### src/hw/rtl/mrrc_pkg.sv
// Shared types, constants and the CRC-16/Modbus byte update for the reply checker.
package mrrc_pkg;

    localparam logic [15:0] CRC_INIT  = 16'hFFFF;
    localparam logic [15:0] CRC_POLY  = 16'hA001;
    localparam logic [3:0]  CRC_BYTES = 4'd5;
    localparam logic [3:0]  FRAME_LEN = 4'd7;
    localparam logic [3:0]  COUNT_MAX = 4'd8;

    // Frame positions of the payload and CRC bytes.
    localparam logic [3:0]  POS_VALUE_HIGH = 4'd3;
    localparam logic [3:0]  POS_VALUE_LOW  = 4'd4;
    localparam logic [3:0]  POS_CRC_LOW    = 4'd5;
    localparam logic [3:0]  POS_CRC_HIGH   = 4'd6;

    localparam logic signed [15:0] ERROR_VALUE = -16'sd1;

    typedef enum logic [1:0] {
        ST_OK        = 2'd0,
        ST_TOO_SHORT = 2'd1,
        ST_TOO_LONG  = 2'd2,
        ST_BAD_CRC   = 2'd3
    } t_status;

    // One judged frame.
    typedef struct packed {
        t_status            status;
        logic signed [15:0] value;
    } t_result;

    // Reflected CRC-16 update over one byte, eight shift steps unrolled.
    function automatic logic [15:0] crc_update(input logic [15:0] crc, input logic [7:0] b);
        logic [15:0] c;
        c = crc ^ {8'h00, b};
        for (int k = 0; k < 8; k++) begin
            if (c[0]) begin
                c = (c >> 1) ^ CRC_POLY;
            end else begin
                c = c >> 1;
            end
        end
        return c;
    endfunction

endpackage

### src/hw/rtl/mrrc_frame.sv
// Frame state, CRC accumulation and end-of-frame judgment.
module mrrc_frame
    import mrrc_pkg::*;
(
    input  logic        i_clk,
    input  logic        i_rst_n,
    input  logic        i_fire,
    input  logic [7:0]  i_rx_byte,
    input  logic        i_byte_present,
    input  logic        i_frame_end,
    output logic        o_result_valid,
    output t_result     o_result
);

    logic [3:0]  r_count;
    logic [15:0] r_crc;
    logic [7:0]  r_value_high;
    logic [7:0]  r_value_low;
    logic [15:0] r_rx_crc;

    logic [3:0]  n_count;
    logic [15:0] n_crc;
    logic [7:0]  n_value_high;
    logic [7:0]  n_value_low;
    logic [15:0] n_rx_crc;

    // Take the byte into the frame state.
    always_comb begin
        n_count      = r_count;
        n_crc        = r_crc;
        n_value_high = r_value_high;
        n_value_low  = r_value_low;
        n_rx_crc     = r_rx_crc;
        if (i_byte_present) begin
            if (r_count < CRC_BYTES) begin
                n_crc = crc_update(r_crc, i_rx_byte);
            end
            unique case (r_count)
                POS_VALUE_HIGH: n_value_high   = i_rx_byte;
                POS_VALUE_LOW:  n_value_low    = i_rx_byte;
                POS_CRC_LOW:    n_rx_crc[7:0]  = i_rx_byte;
                POS_CRC_HIGH:   n_rx_crc[15:8] = i_rx_byte;
                default: ;
            endcase
            if (r_count < COUNT_MAX) begin
                n_count = r_count + 4'd1;
            end
        end
    end

    // Judge the frame including the byte that came with the end mark.
    always_comb begin
        priority if (n_count < FRAME_LEN) begin
            o_result.status = ST_TOO_SHORT;
        end else if (n_count > FRAME_LEN) begin
            o_result.status = ST_TOO_LONG;
        end else if (n_rx_crc != n_crc) begin
            o_result.status = ST_BAD_CRC;
        end else begin
            o_result.status = ST_OK;
        end
        if (o_result.status == ST_OK) begin
            o_result.value = $signed({n_value_high, n_value_low});
        end else begin
            o_result.value = ERROR_VALUE;
        end
    end

    assign o_result_valid = i_fire && i_frame_end;

    // State update; the frame end returns everything to its start values.
    always_ff @(posedge i_clk) begin
        if (!i_rst_n || (i_fire && i_frame_end)) begin
            r_count      <= '0;
            r_crc        <= CRC_INIT;
            r_value_high <= '0;
            r_value_low  <= '0;
            r_rx_crc     <= '0;
        end else if (i_fire) begin
            r_count      <= n_count;
            r_crc        <= n_crc;
            r_value_high <= n_value_high;
            r_value_low  <= n_value_low;
            r_rx_crc     <= n_rx_crc;
        end
    end

endmodule

### config.mk
export PLATFORM = sky130hd
export DESIGN_NAME = mrrc_frame
export DESIGN_NICKNAME = d
export VERILOG_FILES = /design/src/hw/rtl/mrrc_pkg.sv /design/src/hw/rtl/mrrc_frame.sv
export SDC_FILE = /design/constraint.sdc
export NUM_CORES = 1
export LEC_CHECK = 0
export ABC_AREA = 1
export BUFFER_PORTS_ARGS = -buffer_cell sky130_fd_sc_hd__buf_2
export CAP_MARGIN = 40
export CORE_ASPECT_RATIO = 0.8
export CORE_MARGIN = 2
export CORE_UTILIZATION = 45
export DETAILED_ROUTE_END_ITERATION = 7
export HOLD_SLACK_MARGIN = 0.06
export SLEW_MARGIN = 20
export SYNTH_ARGS = -nofsm -noshare
export SYNTH_HDL_FRONTEND = slang
export SYNTH_SLANG_ARGS = --single-unit
### constraint.sdc
create_clock -name i_clk -period 5.3 [get_ports i_clk]
set_input_delay 0 -clock i_clk [delete_from_list [all_inputs] [get_ports i_clk]]
set_output_delay 0 -clock i_clk [all_outputs]
set_load 0.05 [all_outputs]
==> summary.md, run 1 <==
| Metric | Value |
|---|---|
| Outcome | finished, final reports clean |
| Grt met2 use | a little over a third |
| Largest stage delay, worst path | about 620 ps |
| Most used routing layer | met2 |
| Arrival time of data at the critical path endpoint | between 3000 and 4000 ps |
| Tightest Pin Transition | between 800 and 900 ps |
| Max-cap viol count | 0 |
| Longest Clk Path Bufs | 2 |
| Instance count on the critical path | 14 |
| Most used flip-flop cell after synthesis | dfxtp_1 |
| Portion of total power attributed to the clock network | roughly 28% |
| All-layer global routing usage | between 20% and 30% |
| Number of max-slew violations in the final report | 0 |
| Met1 usage in global routing | approximately 31% |
| Worst setup skew after layout | approximately 17 ps |
| Fraction of final layout cells with drive strength greater than 1 | under 10% |
| Cell depth of the worst hold path | 5 |
| Final Non-Filler Cells | between 700 and 800 |
| Sequential cell area fraction in the yosys report | ~29% |
| Diodes inserted | 0 |
| Leading cell type in the layout, fill and taps excluded | nand2_1 |
| Most common cell type on the critical path | nand2_1 |
| Commonest cells after routing, fill and taps aside | 213 x nand2_1, 96 x inv_1, 52 x dfxtp_1 |
| TritonCTS clock tree | yes |
| Count of unresolved DRC violations after routing | 0 |
| Post-layout net count | between 600 and 700 |
| Routability congestion estimate | between 0.8 and 0.9 |
| Area share of the largest cell type after synthesis | around 29% |
| Starting density of the core | 45.7% |
| Setup Buffers After CTS | 0 |
| Sequential cell area | approximately 0.0010 sq mm |
| Vias per std cell | 5.00 |
| I/O pin count | 32 |
| Post-synthesis to final-layout area growth | 7.90% |
| Num CTS Buffers | 5 |
| Crit path max-delay family | simple AND/OR/NAND/NOR gates |
| Leakage component of the power | around 2.2 nW |
| Worst relative slew slack | between 40% and 50% |
| Site Rows | 29 |
| Net count of the mapped netlist | 627 |
| Area of the multi-input gates | ~0.002 sq mm |
| RSZ-0062 raised after global routing | no |
| Power share of the combinational group | approximately 24% |
| H-tree depth | 2 |
| Internal power | about 580 uW |
| Routed len/inst | 12.8 microns |
| Net Switching | between 300 and 400 uW |
| Cell types with the largest area share after synthesis | dfxtp_1 29%, nand2_1 22%, inv_1 10% |
| Kind of end point of the critical path | output pin |
| Floorplan core area | 0.00784 sq mm |
| Yosys warns | 0 |
| Number of synthesized flops with an enable pin | 0 |
| Initial antenna violation count | 0 |
| Final worst path period share | 67.4% |
| Clock slew seen by the registers of the worst setup and hold paths | 110 ps |
| Detailed placer's ending HPWL | 6560 microns |
| Total vias in the final route | around 3700 |
| Sum of buffers and inverters on the critical path | 2 |
| Setup violators final | 0 |
| Required time reported for the critical path endpoint | ~5300 ps |
| Count of cell types in the netlist | 29 |
| Critical-path top delay cell | nand4_1 |
| Final hold violation count | 0 |
| CP max FO | 20 |
| Leftover overflow at the end of global routing | 0 |
| Yosys top cell by area | dfxtp_1 |
| Time the final worst path needs with I/O delays and setup | roughly 3600 ps |
| ANT nets after route | 0 |
| Clk sink count | 52 |
| Post-Synthesis Cells | ~600 |
| Mean cell area of the mapped netlist | approximately 5.9 sq um |
| First-pass DRT Iterations | 4 |
| Crit Path Class | register to output pin |
| Register share of total power | between 40% and 50% |
| Placed cell count | a little over 700 |
| Largest net degree at the start of global routing | 56 |
| Type of the tightest min-delay check | input pin to register |
| Post-Syn Area | around 0.0036 sq mm |
| Die boundary width | a little over 100 microns |
| First-pass GRT wire length | 15600 microns |
| Cell depth of the worst flop-to-flop path | 7 |
| Vert. Die Dim | 83.8 microns |
| DRC violation total after the first TritonRoute iteration | ~200 |
| Critical Path, Cell by Cell | inv_1, ha_1, nand4_1, o21ai_0, nand3_1, nand2_1, nand2_1, nor2_1, nand2_1, nor2_2, nand4_2, nor2_4, nand3_1, buf_2 |
| Async S/R FF share, synth | 0% |
| Filler cell count in the final layout | ~860 |
| Crit start category | register |
| Number of register bits inferred by synthesis | 52 |
| Setup tns final | 0 ps |
| Net switching share of the total power | ~36% |
| Worst-Skew Late Latency | approximately 320 ps |
| Met3 global-route usage | under 10% |
| Clock Root Buffer | clkbuf_8 |
| Port Buf Inserts | 31 |
| Routed wire length | roughly 9400 microns |
| Via count of the first global-routing pass | between 3000 and 4000 |
| Maximum clock frequency | roughly 0.28 GHz |
| Floorplan die area | around 0.0087 sq mm |
| Worst VDD drop | between 100 and 150 uV |
| Areal power density over the cells | approximately 230 mW/mm^2 |
==> worst min-delay path, stage by stage <==
cell and delay, ps:
buf_2 120, o21ai_0 110, inv_1 80, o21ai_0 70
inv_1 50
==> repair_timing <==
action                    CTS  global route
hold endpoints to repair    0             2
gates resized for setup     0             0
hold buffers                0             1
==> metrics by stage <==
stage	cell area [sq um]	setup WS (ps)	power, mW	util (%)	hold WS [ps]
4_1_cts	3830	1700	0.899	48.9	138
5_1_grt	3860	1380	0.953	49.3	201
3_5_place_dp	3740	2110	0.651	47.7	398
6_report	3860	1730	0.895	49.3	140
3_3_place_gp	3730	2220	0.648	47.6	391
2_1_floorplan	3580	2860	0.601	-	249
==> cell usage after synthesis, drive strengths merged, types with 4 or more instances <==
cell and n:
ha 5, dfxtp 52, a21oi 44, inv 100
nand2 214, o211ai 22, clkbuf 17, nand3 49
buf 11, nor2 28, o21ai 57, nand4 4
==> state kept, by name, indices dropped and copies added (netlist names) <==
signal / count
r_crc: 16
r_count: 4
r_value_low: 8
r_rx_crc: 16
r_value_high: 8
==> cells by family after synthesis <==
kind of cell / count (synthesis) / share of synthesized area [%]
and+or+nand+nor: 296 / 34.4
buffers and inverters: 128 / 14.7
AOI/OAI and AO/OA: 125 / 19.4
DFF: 52 / 29.1
adders and majority gates: 5 / 1.75
xor gates and xnor gates: 3 / 0.734
==> final timing paths <==
check	start	end	slack (ps)
hold reg to reg	r_crc[12]	r_crc[12]	480
setup reg to reg	r_count[0]	r_rx_crc[15]	3070
hold / removal	i_rx_byte[6]	r_rx_crc[6]	140
setup / recovery	r_count[0]	o_result[9]	1730
==> power by group through the flow <==
stage          logic, mW  clock network (mW)  registers, mW
4_1_cts            0.215               0.256          0.428
3_3_place_gp       0.211                   0          0.436
3_5_place_dp       0.214                   0          0.437
6_report           0.218               0.248          0.428
2_1_floorplan      0.169                   0          0.432
5_1_grt            0.251               0.271          0.432
==> routing by layer <==
metal	wire length, microns	vias up
met1	4700	1628
met2	4140	77
met4	108	0
met3	408	10
li1	-	1945
met5	0	-
==> final cells by class <==
cell class,count,share of cell area [%]
Clock buffer,5,1.78
Clock inverter,3,0.551
Inverter,100,9.79
Multi-Input combinational cell,429,52.2
Sequential cell,52,27.0
Tap cell,108,3.50
Timing Repair Buffer,35,5.18
(Power assumes the default switching activity.)
==> run 2: changes to the inputs <==
Settings changed: PLACE_DENSITY set to 0.66.
Clock period 5.3 ns to 3 ns, I/O delays scaled along.
==> run 2 against run 1 <==
Against the previous run: largest cell class unchanged; global-route usage rose by 0.22 points; combinational power rose by 89%; total power rose by 98%; sequential power rose by 78%; die area did not move; cell area rose by 9.7%; worst hold slack got worse by 28 ps; clock skew fell by 7.3 ps; register-to-register slack got worse by 1900 ps.
==> summary.md, run 2 (synthesized netlist as in run 1, its figures left out) <==
| Metric | Value |
|---|---|
| Outcome | finished, final reports clean |
| Fraction of final layout cells with drive strength greater than 1 | 14.1% (+5.3 points) |
| Commonest cells after routing, fill and taps aside | 208 x nand2_1, 93 x inv_1, 49 x dfxtp_1 |
| Placed cell count | 726 (+0.55%) |
| Site Rows | 29 (unchanged) |
| Metal2 WL | 4480 microns (+8.1%) |
| First-pass GRT wire length | 15800 microns (+1.7%) |
| Required time reported for the critical path endpoint | 3000 ps (-2300 ps) |
| Clock slew seen by the registers of the worst setup and hold paths | 100 ps (about the same) |
| Clock Root Buffer | clkbuf_8 |
| Total power of the final layout | 1.77 mW (+98%) |
| Vert. Die Dim | 83.8 microns (unchanged) |
| Biggest regs | r_crc (16), r_rx_crc (16) |
| CP max FO | 8 (-60%) |
| TritonCTS clock tree | yes |
| Via count of the first global-routing pass | 3357 (+5.4%) |
| Post-layout net count | 655 (+2.2%) |
| Areal power density over the cells | 417 mW/mm^2 (+80%) |
| Final core utilization | 54.1% (+4.8 points) |
| Longest Clk Path Bufs | 2 (unchanged) |
| Crit start category | register |
| Setup violators final | 0 (unchanged) |
| Worst-Skew Late Latency | 310 ps (about the same) |
| Starting density of the core | 45.7% (unchanged) |
| Max-cap viol count | 0 (unchanged) |
| Diodes inserted | 0 (unchanged) |
| Die boundary width | 104 microns (unchanged) |
| Leftover overflow at the end of global routing | 0 (unchanged) |
| Post-synthesis to final-layout area growth | 18.4% |
| Detailed placer's ending HPWL | 6730 microns (+2.6%) |
| Worst VDD drop | 263 uV (+140%) |
| Initial antenna violation count | 0 (unchanged) |
| Worst-case setup margin in the final layout | 164 ps (-1560 ps) |
| WL met1 | 4830 microns (+2.6%) |
| All-layer global routing usage | 22.1% (+0.22 points) |
| Post-Place Cell Area | 0.00377 sq mm (+0.80%) |
| Floorplan core area | 0.00784 sq mm (unchanged) |
| Port Buf Inserts | 31 (unchanged) |
| Clk sink count | 52 (unchanged) |
| Leading cell type in the layout, fill and taps excluded | nand2_1 |
| Total vias in the final route | 3818 (+4.3%) |
| Detail Route met3 WL | 614 microns (+50%) |
| Count of unresolved DRC violations after routing | 0 (unchanged) |
| Routed wire length | 9980 microns (+6.6%) |
| Post-route design area | 0.00424 sq mm (+9.7%) |
| Crit Path Class | register to output pin |
| Worst relative slew slack | 49.3% (+4.0 points) |
| Vias per std cell | 5.12 (+2.4%) |
| Worst setup skew after layout | 9.29 ps (-7.31 ps) |
| DRC violation total after the first TritonRoute iteration | 181 (-10%) |
| Leakage component of the power | 2.40 nW (+7.4%) |
| H-tree depth | 2 (unchanged) |
| Num CTS Buffers | 5 (unchanged) |
| Routability congestion estimate | 0.869 (-2.4%) |
| Largest net degree at the start of global routing | 56 (unchanged) |
| Floorplan die area | 0.00869 sq mm (unchanged) |
| First-pass DRT Iterations | 5 (+1) |
| Number of max-slew violations in the final report | 0 (unchanged) |
| Maximum clock frequency | 0.353 GHz |
| Routed len/inst | 13.4 microns (+4.6%) |
| Final hold violation count | 0 (unchanged) |
| Tightest Pin Transition | 760 ps (-59.1 ps) |
| Arrival time of data at the critical path endpoint | 2840 ps (-730 ps) |
| Total of hold buffers inserted after clock tree synthesis | 0 (unchanged) |
| Final worst path period share | between 90% and 100% |
| I/O pin count | 32 (unchanged) |
| Setup Slack @ Placement | 115 ps (-1990 ps) |
| Uppermost metal layer occupied by signal nets | met4 |
| Type of the tightest min-delay check | input pin to register |
| Time the final worst path needs with I/O delays and setup | approximately 2800 ps |
| Kind of end point of the critical path | output pin |
| Final Non-Filler Cells | 746 (+1.9%) |
| ANT nets after route | 0 (unchanged) |
==> run 2: changes by cell type in the layout (fill, tap and decap cells not counted), moves of 4 or more <==
cell and change:
buf_6 +14, o21ai_0 -4, nand2_1 -5, nand2_2 +4, buf_4 +9, buf_2 -13
==> run 2: stage by stage <==
step,setup TNS (ps),hold WS (ps)
after floorplan,0,249
after global placement,0,393
after detailed placement,0,395
after CTS,0,111
after global routing,-202,132
final,0,112
==> run 2: repair_timing <==
action                     4_1_cts  5_1_grt
hold endpoints to repair         0        0
setup buffers                    1        6
gates resized for setup          3       71
pin swaps                        2        7
gates cloned                     1        3
setup endpoints to repair       18       18
==> run 2: area by class of cell <==
class,count,area (sq um)
clock buffer,5,68.8
clock inverter,3,68.8
fill,838,3600
inverter,100,388
multi-input combinational,432,2130
sequential,52,1050
tap,108,135
timing repair buffer,46,395
==> run 2: per-layer routing <==
layer  up-vias  GRT usage, %
met4         0          4.30
li1       1993             -
met1      1710          31.0
met5         -             0
met3         9          3.28
met2       106          36.4
==> run 2: worst max-delay path: stages (launching register included) <==
cell and delay [ps]:
dfxtp_4 390, inv_4 50, ha_2 170, inv_2 60
nand2_4 100, nand2_8 130, buf_4 110, nand2_1 60
o21ai_2 60, nand2_1 60, nand2_1 80, nand2_1 60
inv_1 50, nand2_1 40, nor2_1 100, nand2_1 90
nor2_2 140, nand4_2 120, nor2_4 200, clkbuf_16 180
nand3_1 90, buf_6 170
==> run 2: final timing paths <==
path                start  slack (ps)  depth (start not counted)     endpoint
max            r_count[0]         160                         21  o_result[1]
min          i_rx_byte[6]         110                          5  r_rx_crc[6]
max reg2reg      r_crc[4]        1200                         16     r_crc[0]
min reg2reg     r_crc[12]         490                          2    r_crc[12]
==> run 2: power breakdown <==
part	switching [mW]	internal, mW	total (mW)	leakage (nW)
logic	0.278	0.133	0.411	1.90
clock network	0.262	0.336	0.598	0.0687
registers	0.0303	0.729	0.760	0.429
total	0.570	1.20	1.77	2.40
==> run 3: changes to the inputs <==
Settings changed: ABC_AREA 1 to 0.
==> run 3 against run 2 <==
Against the previous run: the flow now finishes with violations (setup timing); first-iteration DRC count grew 37%; area after synthesis shrank 6.3%; largest cell class unchanged; maximum frequency shrank 11%; core utilization grew 7.0 points; setup slack lost 340 ps.
==> summary.md, run 3 <==
| Metric | Value |
|---|---|
| Outcome | finished with violations |
| Violations in the final reports | setup timing |
| Starting density of the core | 45.8% (+0.14 points) |
| Library cell with the highest instance count after synthesis | nand2_1 |
| Worst VDD drop | 197 uV (-25%) |
| Time the final worst path needs with I/O delays and setup | 3180 ps (+343 ps) |
| CP max FO | 4 (-4) |
| Grt met2 use | 37.2% (+0.76 points) |
| Post-synthesis to final-layout area growth | 33.4% |
| Clock Root Buffer | clkbuf_8 |
| Routed wire length | 9960 microns (-0.18%) |
| Number of synthesized flops with an enable pin | 0 (unchanged) |
| I/O pin count | 32 (unchanged) |
| Number of max-slew violations in the final report | 0 (unchanged) |
| Most used routing layer | met2 |
| Die boundary width | 101 microns (-3.1%) |
| Detailed placer's ending HPWL | 6660 microns (-1.0%) |
| Sequential cell area fraction in the yosys report | 31.0% (+2.0 points) |
| Arrival time of data at the critical path endpoint | 3180 ps (+340 ps) |
| Commonest cells post-synth | 82 x nand2_1, 52 x dfxtp_1, 32 x mux2i_1, 32 x nand3_1, 26 x nor2_1 |
| Crit Path Class | register to output pin |
| Clk sink count | 52 (unchanged) |
| Filler cell count in the final layout | 577 (-31%) |
| Floorplan die area | 0.00816 sq mm (-6.0%) |
| Post-Synthesis Cells | 408 (-33%) |
| Post-Syn Area | 0.00335 sq mm (-6.3%) |
| Routability congestion estimate | 0.929 (+6.9%) |
| Required time reported for the critical path endpoint | 3000 ps (about the same) |
| Met1 usage in global routing | 34.7% (+3.7 points) |
| Vert. Die Dim | 81.2 microns (-3.0%) |
| H-tree depth | 2 (unchanged) |
| Longest Clk Path Bufs | 2 (unchanged) |
| Via count of the first global-routing pass | 2989 (-11%) |
| Worst-case setup margin in the final layout | -180 ps (-343 ps) |
| Max-cap viol count | 0 (unchanged) |
| Worst relative slew slack | 51.8% (+2.6 points) |
| Type of the tightest min-delay check | input pin to register |
| Number of register bits inferred by synthesis | 52 (unchanged) |
| Yosys warns | 0 (unchanged) |
| Leftover overflow at the end of global routing | 0 (unchanged) |
| RSZ-0062 raised after global routing | yes |
| Setup tns final | -2550 ps (-2550 ps) |
| Yosys top cell by area | dfxtp_1 |
| Vias per std cell | 5.75 (+12%) |
| Clock slew seen by the registers of the worst setup and hold paths | 100 ps (about the same) |
| Most used flip-flop cell after synthesis | dfxtp_1 |
| Final hold violation count | 0 (unchanged) |
| Routed len/inst | 18.1 microns (+35%) |
| Post-layout net count | 478 (-27%) |
| TritonCTS clock tree | yes |
| Area share of the largest cell type after synthesis | 31.0% (+2.0 points) |
| Site Rows | 28 (-3.4%) |
| Largest net degree at the start of global routing | 38 (-32%) |
| Mean cell area of the mapped netlist | 8.22 sq um (+40%) |
| Maximum clock frequency | 0.315 GHz (-11%) |
| Biggest regs | r_crc (16), r_rx_crc (16) |
| Kind of end point of the critical path | output pin |
| Async S/R FF share, synth | 0% (unchanged) |
| Cell types with the largest area share after synthesis | dfxtp_1 31%, mux2i_1 9.6%, nand2_1 9.2% |
| Fraction of final layout cells with drive strength greater than 1 | 32.1% (+18 points) |
| First-pass GRT wire length | 15300 microns (-3.2%) |
| Num CTS Buffers | 5 (unchanged) |
| First-pass DRT Iterations | 5 (unchanged) |
| Final worst path period share | 106% (+11 points) |
| Setup Slack @ Placement | 22.5 ps (-92.9 ps) |
| Count of cell types in the netlist | 52 (+79%) |
| Commonest cells after routing, fill and taps aside | 81 x nand2_1, 46 x dfxtp_1, 37 x buf_4 |
| Tightest Pin Transition | 721 ps (-39.6 ps) |
| Port Buf Inserts | 31 (unchanged) |
| All-layer global routing usage | 23.8% (+1.7 points) |
| Count of unresolved DRC violations after routing | 0 (unchanged) |
| Total vias in the final route | 3168 (-17%) |
| Net count of the mapped netlist | 426 (-32%) |
| Leading cell type in the layout, fill and taps excluded | nand2_1 |
| Crit start category | register |
| DRC violation total after the first TritonRoute iteration | 248 (+37%) |
| Worst setup skew after layout | 5.35 ps (-3.93 ps) |
| Met3 global-route usage | 3.53% (+0.25 points) |
| Floorplan core area | 0.00732 sq mm (-6.6%) |
| Setup violators final | 17 (+17) |
| Leakage component of the power | 1.89 nW (-21%) |
| Initial antenna violation count | 0 (unchanged) |
| Worst-Skew Late Latency | 300 ps (about the same) |
| Diodes inserted | 0 (unchanged) |
| ANT nets after route | 0 (unchanged) |
| Areal power density over the cells | 369 mW/mm^2 (-12%) |
[run 3: cells by family (layout without fill, tap and decap cells)]
kind of cell,Yosys count,after routing,share of synthesized area (%)
flops,52,52,31.0
mux,34,34,10.2
simple gates,180,180,26.0
buf+inv,39,92,5.82
xor+xnor,30,30,11.7
compound gates,68,68,13.4
fa+ha+maj,5,5,1.87
[run 3: per-layer routing]
metal	wire, microns	share of wire, %
met4	114	1.1
met3	633	6.4
met2	4570	46
met1	4650	47
met5	0	0
[run 3: through the flow]
stage	hold slack, ps	instances	utilization, %	power (mW)	instance area, sq um
floorplan	259	408	-	1.02	3350
global placement	366	528	50.7	1.12	3710
detailed placement	373	528	50.7	1.12	3710
CTS	60.3	550	57.3	1.62	4200
global route	92.1	551	61.1	1.71	4470
finish	82.9	551	61.1	1.65	4470
[run 3: final timing paths]
path                   startpoint               to  slack [ps]  depth (start not counted)
setup / recovery         r_crc[3]      o_result[8]        -180                         11
hold / removal       i_rx_byte[5]   r_value_low[5]          80                          3
setup reg to reg       r_count[1]         r_crc[9]         990                          8
hold reg to reg   r_value_high[5]  r_value_high[5]         470                          2
[run 3: where the power goes]
group | switching [mW] | total (mW) | internal [mW]
clock network | 0.234 | 0.423 | 0.189
registers | 0.0239 | 0.729 | 0.705
logic | 0.252 | 0.499 | 0.248
total | 0.509 | 1.65 | 1.14
[run 3: area by class of cell]
cell class | count | area (sq um) | area share (%)
inverter | 7 | 31.3 | 0.699
tap | 90 | 113 | 2.52
sequential | 52 | 1050 | 23.6
clock buffer | 8 | 90.1 | 2.01
multi-input combinational | 317 | 2470 | 55.3
timing repair buffer | 77 | 711 | 15.9
[run 3: timing repair]
action | in CTS | in global routing
pin swaps | 5 | 6
setup buffers | 13 | 2
hold endpoints to repair | 2 | 0
setup endpoints to repair | 18 | 18
hold buffers | 1 | 0
gates resized for setup | 76 | 52
cloned | 1 | 1
[run 3: worst max-delay path: stages, from the launching register on]
cell and delay, ps:
dfxtp_4 380, xnor2_4 240, xnor2_4 150, xor3_2 520, xnor2_2 180, a211o_1 300
a2111o_1 410, nor3_4 180, buf_6 150, clkbuf_16 140, nand3_2 60, buf_6 150
